File: src/hdl/ffa_ram.sv
`timescale 1ns / 1ps
`default_nettype none
// ----------------------------------------------------------------------------
// Generic RAM
// Single write port, single read port, registered read data.
// ----------------------------------------------------------------------------
module ffa_ram #(
    parameter int WIDTH = 8,
    parameter int DEPTH = 16
) (
    input  wire logic                     clk,
    input  wire logic                     we,
    input  wire logic [$clog2(DEPTH)-1:0] waddr,
    input  wire logic [WIDTH-1:0]         wdata,
    input  wire logic [$clog2(DEPTH)-1:0] raddr,
    output      logic [WIDTH-1:0]         rdata
);
    logic [WIDTH-1:0] mem [DEPTH];

    always_ff @(posedge clk)
    begin
        if (we)
        begin
            mem[waddr] <= wdata;
        end
        rdata <= mem[raddr];
    end
endmodule
`default_nettype wire

File: config.mk
export PLATFORM = sky130hd
export DESIGN_NAME = ffa_ram
export DESIGN_NICKNAME = d
export VERILOG_FILES = /design/src/hdl/ffa_ram.sv
export SDC_FILE = /design/constraint.sdc
export NUM_CORES = 1
export LEC_CHECK = 0
export BUFFER_PORTS_ARGS = -buffer_cell sky130_fd_sc_hd__buf_4
export CELL_PAD_IN_SITES_DETAIL_PLACEMENT = 1
export CELL_PAD_IN_SITES_GLOBAL_PLACEMENT = 2
export CORE_ASPECT_RATIO = 0.9
export CORE_MARGIN = 3
export CORE_UTILIZATION = 48
export DETAILED_ROUTE_END_ITERATION = 16
export PLACE_DENSITY = 0.89
export SYNTH_ARGS = -nofsm -noshare
export SYNTH_HDL_FRONTEND = slang
export SYNTH_SLANG_ARGS = --single-unit
File: constraint.sdc
create_clock -name clk -period 2.2 [get_ports clk]
set_input_delay 0.11 -clock clk [delete_from_list [all_inputs] [get_ports clk]]
set_output_delay 0.11 -clock clk [all_outputs]
set_load 0.1 [all_outputs]
==> summary.md <==
| Metric | Value |
|---|---|
| Total of warnings raised by yosys | `0` |
| Top library cells by usage in the layout, fill and taps aside | `sky130_fd_sc_hd__edfxtp_1, sky130_fd_sc_hd__buf_4, sky130_fd_sc_hd__mux4_2` |
| Final number of setup-violating endpoints | `0` |
| Shortest period the worst path allows | `1.37 ns` |
| Slew headroom | `0.439` |
| DRC viols | `0` |
| Worst clock skew | `0.0130 ns` |
| Max_cap viols | `0` |
| Die H | `104 um` |
| Total iterations of the first detailed-routing run | `4` |
| Hold slack | `0.00670 ns` |
| Setup TNS | `0 ns` |
| Path class of the lowest-slack min-delay path | `in -> reg` |
| Largest net degree at the start of global routing | `33` |
| Portion of total power attributed to the clock network | `0.474` |
| Layout-stage area growth over the synthesis result | `21.2%` |
| Required @ worst endpoint | `2.49 ns` |
| Core Area | `0.0103 mm^2` |
| Post-route clock period utilization | `0.624` |
| Drt initial violations | `217` |
| Net Switching | `1.35 mW` |
| Upper clock frequency limit | `roughly 730 MHz` |
| Switching share of power | `0.213` |
| Remaining global-route overflow | `0` |
| Number of I/O pins | `26` |
| Final weighted congestion in routability-driven placement | `0.716` |
| Type of destination of the critical path | `flop` |
| Post-DP HPWL | `6480 um` |
| Register clock-pin slew on the reported worst setup and hold paths | `0.06 ns` |
| Antenna violations before repair | `0` |
| Clk_lat worst skew | `0.42 ns` |
| Number of pins with negative max-slew slack in the final report | `0` |
| Root Buffer | `sky130_fd_sc_hd__clkbuf_16` |
| Final count of hold timing violations | `0` |
| Antenna diode count | `0` |
| Number of nets in the finished design | `304` |
| Start of the worst register-to-register path | `mem[3][6]` |
| Data arrival at the endpoint of the critical path | `between 1.5 and 2 ns` |
| Outcome | `finished clean` |
| Number of placement rows | `35` |
| Mean instance size in the synthesized netlist | `22.5 um^2` |
| Post-synthesis instance area | `between 0.005 and 0.006 mm^2` |
| Number of unique standard cell types used by synthesis | `19` |
| Worst r2r dst | `rdata[6]` |
| Total internal power | `4.99 mW` |
| Fillers | `888` |
| Standby leakage power | `2.14 nW` |
| All-Layer GR Usage | `0.198` |
| Reg2reg setup slack | `about 0.83 ns` |
| Transition time at the pin with the least slew margin | `0.839 ns` |
| # port buffers | `25` |
| Quantity of hold-fixing buffers added after cts | `5` |
| Total area of sequential cells | `0.00400 mm^2` |
| Power share of the sequential group | `0.461` |
| Resized cells post-CTS | `0` |
| ANT nets after route | `0` |
| Share of cells above drive strength 1 | `0.308` |
| Number of global-route vias before repair | `2732` |
| Drt wl/cell | `25.1 um` |
| Relative contribution of combinational cells to total power | `0.065` |
| Maximum level of the CTS H-tree | `4` |
| Post-Route WL | `10700 um` |
| R2R cell count | `3` |
| Worst setup path category | `reg -> reg` |
| Number of storage elements in the synthesis netlist | `136` |
| Initial core utilization | `0.498` |
| Number of instances in the synthesized netlist | `229` |
| Crit path from | `mem[3][6]` |
| Number of buffers between clock root and the deepest sink | `2` |
| Area taken by multi-input logic gates | `roughly 0.0011 mm^2` |
| Capturing element of the worst setup path | `rdata[6]` |
| Non-filler cells, final | `428` |
| TritonCTS Buffers | `17` |
| Setup bufs post-CTS | `0` |
| Pwr dens | `1020 mW/mm^2` |
| Number of cells after detailed placement | `391` |
| TritonCTS sink count | `~140` |
| TritonCTS clock tree | `built` |
| Portion of the post-synthesis area used by sequential elements | `0.778` |
| CP startpoint kind | `flop` |
| Vias post-DR | `roughly 2500` |
| Syn nets | `around 250` |
| Crit Path Max Fanout | `1` |
| Die footprint | `0.0120 mm^2` |
| Die Width | `115 um` |
| Most frequent standard cell in the layout excluding fill and tap cells | `sky130_fd_sc_hd__edfxtp_1` |
| IR Drop Worst-Case VDD | `565 uV` |
| Global-route wire length before repair | `between 15000 and 20000 um` |
| Setup repair after global routing missed its margin | `false` |
| Vias per std cell | `5.83` |
## flip-flops by register name, summed over array words and instances, names as in the netlist
register and flops:
mem 128, rdata 8
## routing by layer
layer / up-vias / global-route usage / wire [um]
met5: - / 0 / 0
met3: 14 / 0.0448 / 619
met1: 1304 / 0.263 / 4340
li1: 1087 / - / -
met2: 91 / 0.313 / 5580
met4: 0 / 0.0897 / 210
## power by group through the flow
stage / sequential, mW / clock [mW] / combinational, mW
final: 2.92 / 3.00 / 0.415
after global routing: 2.92 / 3.19 / 0.443
after CTS: 2.92 / 3.05 / 0.420
after detailed placement: 2.97 / 0 / 0.409
after global placement: 2.97 / 0 / 0.397
after floorplan: 3.09 / 0 / 0.147
## critical path, cell delays in order, from the launching register on
cell and delay [ns]:
sky130_fd_sc_hd__edfxtp_1 0.37, sky130_fd_sc_hd__mux4_2 0.48, sky130_fd_sc_hd__a22oi_1 0.30, sky130_fd_sc_hd__nand2_1 0.10
## layout make-up
class | count | area share
timing repair buffer | 48 | 0.0618
clock buffer | 20 | 0.0732
clock inverter | 12 | 0.0279
sequential | 136 | 0.642
multi-input combinational | 83 | 0.169
tap | 129 | 0.0259
## how the worst min path moves through the flow
stage,start,endpoint,slack [ns],cells past startpoint
2_1_floorplan,wdata[0],mem[0][0],0.21,0
3_3_place_gp,wdata[0],mem[6][0],0.41,1
3_5_place_dp,wdata[7],mem[4][7],0.42,1
4_1_cts,wdata[5],mem[3][5],0.003,1
5_1_grt,wdata[5],mem[1][5],0.01,1
6_report,wdata[5],mem[1][5],0.007,1
## synthesized netlist by cell type
library cell,instances,share of area
sky130_fd_sc_hd__nand3_1,1,0.00097
sky130_fd_sc_hd__a22oi_1,16,0.023
sky130_fd_sc_hd__mux4_1,14,0.071
sky130_fd_sc_hd__mux4_2,18,0.079
sky130_fd_sc_hd__edfxtp_1,128,0.75
sky130_fd_sc_hd__buf_6,3,0.0066
sky130_fd_sc_hd__or3b_2,1,0.0017
sky130_fd_sc_hd__buf_4,1,0.0015
sky130_fd_sc_hd__buf_2,3,0.0029
sky130_fd_sc_hd__and2_1,1,0.0012
sky130_fd_sc_hd__nor3_1,4,0.0039
sky130_fd_sc_hd__nor2b_1,1,0.0012
sky130_fd_sc_hd__dfxtp_1,8,0.031
sky130_fd_sc_hd__nand3b_1,2,0.0029
sky130_fd_sc_hd__nand2_1,9,0.0066
sky130_fd_sc_hd__nor2_1,13,0.0095
sky130_fd_sc_hd__and2b_1,1,0.0015
sky130_fd_sc_hd__clkdlybuf4s25_2,3,0.0058
sky130_fd_sc_hd__nand2b_1,2,0.0024
## cell families (layout without fill, tap and decap cells)
kind of cell,count (synthesis),after routing,share of synthesized area
and+or+nand+nor,35,35,0.0318
muxes,32,32,0.150
AOI/OAI and AO/OA,16,16,0.0233
buffers and inverters,10,80,0.0168
DFF,136,136,0.778
## per-stage QoR
| step | util | instance area [um^2] | worst slack (ns) | power (mW) |
|---|---|---|---|---|
| 2_1_floorplan | - | 5150 | 0.597 | 3.24 |
| 3_3_place_gp | 0.538 | 5560 | 0.620 | 3.36 |
| 3_5_place_dp | 0.538 | 5560 | 0.577 | 3.38 |
| 4_1_cts | 0.604 | 6240 | 0.807 | 6.38 |
| 5_1_grt | 0.604 | 6240 | 0.751 | 6.55 |
| 6_report | 0.604 | 6240 | 0.827 | 6.34 |
Power figures use the tool's default switching activity.
