[config.mk]
export PLATFORM = sky130hd
export DESIGN_NAME = ffa_regs
export DESIGN_NICKNAME = d
export VERILOG_FILES = /design/src/hdl/ffa_pkg.sv /design/src/hdl/ffa_regs.sv
export SDC_FILE = /design/constraint.sdc
export NUM_CORES = 1
export LEC_CHECK = 0
export BUFFER_PORTS_ARGS = -buffer_cell sky130_fd_sc_hd__buf_2
export CAP_MARGIN = 20
export CORE_AREA = 2 2 87 89
export DETAILED_ROUTE_END_ITERATION = 8
export DIE_AREA = 0 0 89 91
export PLACE_DENSITY = 0.73
export REMOVE_ABC_BUFFERS = 1
export SLEW_MARGIN = 10
export SYNTH_ARGS = -nofsm -noshare
export SYNTH_HDL_FRONTEND = slang
export SYNTH_SLANG_ARGS = --single-unit
[constraint.sdc]
create_clock -name clk -period 3.4 [get_ports clk]
set_input_delay 0.68 -clock clk [delete_from_list [all_inputs] [get_ports clk]]
set_output_delay 0.68 -clock clk [all_outputs]
set_load 0.1 [all_outputs]
[src/hdl/ffa_pkg.sv]
`timescale 1ns / 1ps
`default_nettype none
// ----------------------------------------------------------------------------
// First-fit allocator package
// Shared constants, codes and the table entry type.
// ----------------------------------------------------------------------------
package ffa_pkg;

    localparam int MAX_BLOCKS   = 64;
    localparam int HEADER_BYTES = 32;
    localparam int IDX_W        = $clog2(MAX_BLOCKS);
    localparam int CNT_W        = $clog2(MAX_BLOCKS + 1);
    localparam int ENTRY_W      = 65;
    localparam int PADDR_W      = 3;

    localparam logic [31:0] INIT_RESET = 32'd1048576;
    localparam logic [31:0] MAXH_RESET = 32'd16777216;
    localparam logic [31:0] HDR32      = 32'(HEADER_BYTES);

    localparam logic [1:0] OP_ALLOC  = 2'd0;
    localparam logic [1:0] OP_FREE   = 2'd1;
    localparam logic [1:0] OP_INIT   = 2'd2;
    localparam logic [1:0] OP_UNUSED = 2'd3;

    localparam logic [2:0] ST_OK        = 3'd0;
    localparam logic [2:0] ST_GROWN     = 3'd1;
    localparam logic [2:0] ST_AT_LIMIT  = 3'd2;
    localparam logic [2:0] ST_DOUBLE    = 3'd3;
    localparam logic [2:0] ST_NULL      = 3'd4;
    localparam logic [2:0] ST_UNKNOWN   = 3'd5;
    localparam logic [2:0] ST_FULL      = 3'd6;

    localparam logic [PADDR_W-1:0] REG_INIT = 3'd0;
    localparam logic [PADDR_W-1:0] REG_MAXH = 3'd4;

    typedef struct packed {
        logic        free;
        logic [31:0] start;
        logic [31:0] size;
    } entry_t;

endpackage
`default_nettype wire

[src/hdl/ffa_regs.sv]
`timescale 1ns / 1ps
`default_nettype none
// ----------------------------------------------------------------------------
// Configuration registers
// APB-style port holding the initial and maximum heap sizes.
// ----------------------------------------------------------------------------
module ffa_regs (
    input  wire logic                        clk,
    input  wire logic                        rst_n,
    input  wire logic                        psel,
    input  wire logic                        penable,
    input  wire logic                        pwrite,
    input  wire logic [ffa_pkg::PADDR_W-1:0] paddr,
    input  wire logic [31:0]                 pwdata,
    output      logic [31:0]                 prdata,
    output      logic                        pready,
    output      logic [31:0]                 init_bytes,
    output      logic [31:0]                 max_bytes
);
    import ffa_pkg::*;

    logic [31:0] init_reg;
    logic [31:0] maxh_reg;
    logic        wr;

    assign wr = psel && penable && pwrite;
    assign pready = 1'b1;

    always_ff @(posedge clk or negedge rst_n)
    begin
        if (!rst_n)
        begin
            init_reg <= INIT_RESET;
            maxh_reg <= MAXH_RESET;
        end
        else if (wr)
        begin
            if (paddr == REG_INIT)
            begin
                init_reg <= pwdata;
            end
            else if (paddr == REG_MAXH)
            begin
                maxh_reg <= pwdata;
            end
        end
    end

    always_comb
    begin
        unique case (paddr)
            REG_INIT: prdata = init_reg;
            REG_MAXH: prdata = maxh_reg;
            default:  prdata = 32'd0;
        endcase
    end

    assign init_bytes = init_reg;
    assign max_bytes  = maxh_reg;
endmodule
`default_nettype wire

==> results of run 1 <==
[synthesized netlist by cell type (all sizes together)]
library cell  instances
mux2                 64
dfrtp                62
a22o                 32
buf                   9
clkbuf                6
and4                  2
dfstp                 2
conb                  1
nor3                  1
nor3b                 1
[layer usage]
| layer | GRT usage [%] | vias to the layer above | routed length, um |
|---|---|---|---|
| met4 | 5.348 | 0 | 76 |
| li1 | - | 947 | - |
| met1 | 19.71 | 1061 | 2724 |
| met2 | 24.69 | 86 | 3053 |
| met5 | 0 | - | 0 |
| met3 | 3.364 | 10 | 469 |
[per-stage QoR]
stage / hold WS, ns / utilization [%] / setup WS [ns] / instance area [um2]
floorplan: 0.3844 / - / 0.09787 / 2649
global placement: 0.4869 / 49.32 / 0.7034 / 3520
detailed placement: 0.4982 / 49.32 / 0.6788 / 3520
CTS: 0.3766 / 52.21 / 0.6742 / 3726
global route: 0.4093 / 52.21 / 0.6258 / 3726
finish: 0.3650 / 52.21 / 0.6672 / 3726
[flip-flops by register name, indices dropped and copies added (netlist names)]
name        count
init_bytes     32
max_bytes      32
[logic make-up (layout without fill, tap and decap cells)]
logic type / count (synthesis) / count (layout) / share of synthesized area [%]
compound gates: 32 / 32 / 10.17
flops: 64 / 64 / 58.19
buf+inv: 15 / 157 / 3.904
simple gates: 4 / 4 / 1.453
other cells: 1 / 1 / 0.1360
mux: 64 / 64 / 26.15
[power groups by stage]
stage,clock network (uW),registers [uW],logic [uW]
3_3_place_gp,0,1030,1710
4_1_cts,687,1020,1720
5_1_grt,719,1040,1750
6_report,657,1020,1710
2_1_floorplan,0,2120,349
3_5_place_dp,0,1040,1720
[final timing paths]
kind / from / end / slack, ns / depth (start not counted)
hold / removal: rst_n / max_bytes[6] / 0.37 / 1
min in group clk: max_bytes[6] / max_bytes[6] / 0.51 / 1
hold reg to reg: max_bytes[6] / max_bytes[6] / 0.51 / 1
max in group asynchronous: rst_n / init_bytes[20] / 2.28 / 2
setup reg to reg: max_bytes[4] / max_bytes[4] / 2.58 / 1
setup / recovery: paddr[1] / prdata[30] / 0.67 / 5
[cell usage in the layout, fill, tap and decap left out]
master      count
and4_1          1
buf_12          1
bufinv_16       1
dfstp_2         2
buf_4           5
dfrtp_1        62
and4_2          1
a22o_1         32
buf_2         135
mux2_1         35
clkinv_2        2
nor3b_4         1
clkinvlp_4      2
clkbuf_8       11
mux2_2         29
nor3_4          1
conb_1          1
[cell type report]
cell class	count	area [um2]	area share [%]
Timing Repair Buffer	141	733.2	19.68
Sequential cell	64	1604	43.05
Multi-Input combinational cell	101	1059	28.41
Clock buffer	11	151.4	4.063
Clock inverter	5	55.05	1.478
Tap cell	99	123.9	3.324
==> results.py, run 1 <==
metrics = {
    "floorplanning": {
        "die_height_um": 91,
        "start_util_pct": 38.62,
        "fp.coreArea_um2": 7137,
        "row_count": 31,
        "dieArea_um2": 8099,
        "io_pins": 137,
        "die_width_um": 89,
    },
    "yosys": {
        "syn_area_um2": 2756,
        "avgSynthCellArea_um2": 15.31,
        "ys.warnings.count": 0,
        "synth-seq-area-share_pct": 58.19,
        "synth_cell_type_count": 13,
        "ys_seq_elements": 64,
        "synth_area_leaders": "dfrtp_1 (56%), mux2_1 (14%), mux2_2 (12%)",
        "synthCells": 180,
        "synth_top_area_cell": "dfrtp_1",
        "yosys.area.top_type_share_pct": 56.29,
    },
    "timing": {
        "clock_skew_ns": 0,
        "drv_slew": 0,
        "setup_tns_ns": 0,
        "period_minus_slack_ns": 2.733,
        "fmax_mhz": 365.9,
        "worstMarginPinSlew_ns": 0.6288,
        "fin_crit_sh_pct": 80.38,
        "max_slew_margin_pct": 58.08,
        "setup_viol": 0,
        "hold_viol": 0,
        "rsz0062_at_grt": "no",
    },
    "worst_setup_path": {
        "cpMostUsedCell": "buf_2",
        "critical_path_buf_inv_count": 3,
        "worst_setup_path_end_kind": "primary output",
        "critical_path_peak_fanout": 33,
        "path_cells": "buf_2 > nor3_4 > buf_4 > a22o_1 > buf_2",
        "crit_type": "input pin to primary output",
        "cp-start-kind": "input pin",
        "cp.arrival_ns": 2.05,
        "required_ns": 2.72,
        "cpMaxStageDelayCell": "buf_2",
        "max_stage_delay_ns": 0.43,
        "cp_top_family": "buffers and inverters",
    },
    "clock_network": {
        "path_clk_slew_ns": 0.07,
        "cts_buffer_depth": 2,
        "clockRootBuffer": "clkbuf_8",
        "cts_tree": "done",
        "cts_resized": 0,
        "cts_hold_buf": 0,
        "clkSinkCount": 64,
        "numCtsBuffers": 9,
        "cts-htree-levels": 3,
        "postCtsSetupRepairBufs": 0,
        "clock_latency_ns": 0.32,
    },
    "power": {
        "internal_power_uw": 1535,
        "combPwrFrac_pct": 50.4,
        "peakVddDrop_mv": 0.3793,
        "p_leak_uw": 0.002008,
        "total_power_uw": 3388,
        "p_switching_uw": 1853,
        "p_per_area_nw_per_um2": 909.2,
        "clockPowerShare_pct": 19.4,
        "p_sw_share_pct": 54.69,
        "p_seq_share_pct": 30.2,
    },
    "placement": {
        "placed_cells": 405,
        "post-dp-hpwl_mm": 4.336,
        "io_buffer_count": 135,
        "place_congestion": 0.7079,
    },
    "route": {
        "drt_pass1_iterations": 4,
        "drtAntennaViolNets": 0,
        "drt-total-wl_mm": 6.323,
        "drc": 0,
        "wl_per_cell_um": 15.02,
        "drt_iter0_markers": 45,
        "avgViaCountPerCell": 4.998,
        "vias": 2104,
    },
    "global_route": {
        "grt_pass1_vias": 2013,
        "grt_usage_pct": 15.16,
        "overflow": 0,
        "grt_max_degree": 34,
        "grt_pass1_wl_mm": 9.666,
        "antenna_found_initial": 0,
    },
    "status": {
        "status": "finished clean",
    },
    "finish": {
        "antenna_cells": 0,
        "final_cells": 421,
        "area_growth_pct": 35.18,
        "final_nets": 357,
        "fill_cells": 670,
        "drive_gt1_share_pct": 59.32,
    },
    "run": {
        "max_cap_violations": 0,
    },
    "hold_path": {
        "hold_path_class": "input pin to async pin",
    },
}
(Power assumes the default switching activity.)
==> inputs of run 2 (changes only) <==
--- a/config.mk
+++ b/config.mk
@@ -10,7 +10,7 @@
 export CORE_AREA = 2 2 87 89
 export DETAILED_ROUTE_END_ITERATION = 8
 export DIE_AREA = 0 0 89 91
-export PLACE_DENSITY = 0.73
+export PLACE_DENSITY = 0.76
 export REMOVE_ABC_BUFFERS = 1
 export SLEW_MARGIN = 10
 export SYNTH_ARGS = -nofsm -noshare
==> constraint.sdc (replaced) <==
create_clock -name clk -period 2.5 [get_ports clk]
set_input_delay 0.5 -clock clk [delete_from_list [all_inputs] [get_ports clk]]
set_output_delay 0.5 -clock clk [all_outputs]
set_load 0.1 [all_outputs]
==> run 2 against run 1 <==
- clock power grew 28%
- wire length grew 6.9%
- sequential power grew 37%
- register-to-register slack lost 0.92 ns
- global-route usage grew 2.3 points
- hold slack lost 0.14 ns
- count of clock-buffer cells in the layout shrank 2
- core utilization grew 7.0 points
- clock skew is the same
==> results.py, run 2 (synthesized netlist as in run 1, its figures left out) <==
metrics = {
    "finish": {
        "layout_commonest_cell": "buf_2",
        "final_cell_mix": "buf_2 (103), dfrtp_1 (62), mux2_1 (35), buf_12 (35), a22o_1 (32)",
        "final_cells": 422,
        "fin_util_pct": 59.26,
        "area_growth_pct": 53.43,
        "seq_area_um2": 1604,
        "drive_gt1_share_pct": 59.44,
        "fill_cells": 623,
        "final_nets": 358,
        "final_cell_area_um2": 4229,
        "multiInputGateArea_um2": 1059,
        "antenna_cells": 0,
    },
    "route": {
        "wl_per_cell_um": 16.02,
        "avgViaCountPerCell": 4.922,
        "drtAntennaViolNets": 0,
        "vias": 2077,
        "drc": 0,
        "drt-total-wl_mm": 6.762,
        "drt_pass1_iterations": 4,
        "drt_iter0_markers": 63,
    },
    "worst_setup_path": {
        "cp-start-kind": "input pin",
        "worst_setup_path_end_kind": "primary output",
        "cp.arrival_ns": 1.52,
        "max_stage_delay_ns": 0.27,
        "critical_path_peak_fanout": 18,
        "path_cells": "buf_2 > nor3b_4 > buf_4 > a22o_1 > buf_12",
        "crit_type": "input pin to primary output",
        "cpMaxStageDelayCell": "buf_4",
        "required_ns": 2.00,
    },
    "power": {
        "p_leak_uw": 0.002109,
        "p_seq_share_pct": 29.6,
        "internal_power_uw": 2151,
        "peakVddDrop_mv": 0.5984,
        "p_switching_uw": 2556,
        "combPwrFrac_pct": 52.4,
        "clockPowerShare_pct": 17.9,
        "p_per_area_nw_per_um2": 1113,
        "p_sw_share_pct": 54.30,
    },
    "placement": {
        "placed_cells": 406,
        "pre_cts_ws_ns": 0.3918,
        "post-dp-hpwl_mm": 5.012,
        "place_congestion": 0.6944,
        "io_buffer_count": 135,
        "dpl_cell_area_um2": 4033,
    },
    "clock_network": {
        "clkSinkCount": 64,
        "cts_buffer_depth": 2,
        "numCtsBuffers": 9,
        "path_clk_slew_ns": 0.07,
        "postCtsSetupRepairBufs": 0,
        "clockRootBuffer": "clkbuf_8",
        "cts-htree-levels": 3,
        "cts_tree": "done",
        "cts_resized": 0,
        "cts_hold_buf": 0,
        "clock_latency_ns": 0.32,
    },
    "timing": {
        "clock_skew_ns": 0,
        "drv_slew": 0,
        "worstMarginPinSlew_ns": 0.7052,
        "setup_viol": 0,
        "layout_setup_ws_ns": 0.4837,
        "max_slew_margin_pct": 52.99,
        "fin_crit_sh_pct": 80.65,
        "hold_viol": 0,
        "rsz0062_at_grt": "no",
        "fmax_mhz": 496.0,
        "period_minus_slack_ns": 2.016,
        "setup_tns_ns": 0,
    },
    "floorplanning": {
        "dieArea_um2": 8099,
        "io_pins": 137,
        "start_util_pct": 38.62,
        "die_width_um": 89,
        "row_count": 31,
        "fp.coreArea_um2": 7137,
        "die_height_um": 91,
    },
    "global_route": {
        "overflow": 0,
        "grt_usage_pct": 17.44,
        "grt_max_degree": 35,
        "antenna_found_initial": 0,
        "grt_pass1_wl_mm": 10.94,
        "grt_pass1_vias": 2200,
    },
    "status": {
        "status": "finished clean",
    },
    "run": {
        "max_cap_violations": 0,
    },
    "hold_path": {
        "hold_path_class": "input pin to async pin",
    },
}
==> run 2: changes by cell type in the layout (fill, tap and decap cells not counted), sizes merged <==
cell	previous run	this run
clkbuf	11	9
clkinv	2	4
buf	141	142
==> run 2: stage by stage <==
step	power [uW]	hold WS, ns
2_1_floorplan	3357	0.2044
3_3_place_gp	3858	0.4901
6_report	4707	0.2216
5_1_grt	4880	0.2527
4_1_cts	4762	0.2197
3_5_place_dp	3897	0.4965
==> run 2: per-layer routing <==
layer | track usage, % | share of wire (%) | up-vias
li1 | - | - | 945
met1 | 20.36 | 39 | 1048
met2 | 30.22 | 54 | 80
met3 | 5.818 | 6.5 | 4
met4 | 4.726 | 0.46 | 0
met5 | 0 | 0 | -
==> run 2: worst paths after layout <==
path / startpoint / end / slack [ns] / cells after the start
max in group asynchronous: rst_n / init_bytes[0] / 1.66 / 2
min in group clk: pwdata[5] / max_bytes[5] / 0.40 / 2
max: paddr[1] / prdata[27] / 0.48 / 5
max reg2reg: max_bytes[15] / max_bytes[15] / 1.66 / 1
min: rst_n / init_bytes[15] / 0.22 / 1
min reg2reg: max_bytes[7] / max_bytes[7] / 0.51 / 1
==> run 2: final cells by class <==
type | count | area share [%]
Clock buffer | 9 | 2.929
Clock inverter | 7 | 1.716
Multi-Input combinational cell | 101 | 25.03
Sequential cell | 64 | 37.93
Tap cell | 99 | 2.929
Timing Repair Buffer | 142 | 29.47
==> run 2: power by group through the flow <==
stage	sequential (uW)	clock, uW	combinational [uW]
floorplan	2880	0	475
global placement	1400	0	2460
detailed placement	1420	0	2480
CTS	1400	881	2480
global route	1430	924	2530
finish	1400	844	2470
==> run 2: worst max-delay path, delay by kind of cell <==
kind            cells  cell delay, ns
compound gates      1            0.22
buf+inv             3            0.59
simple gates        1            0.20
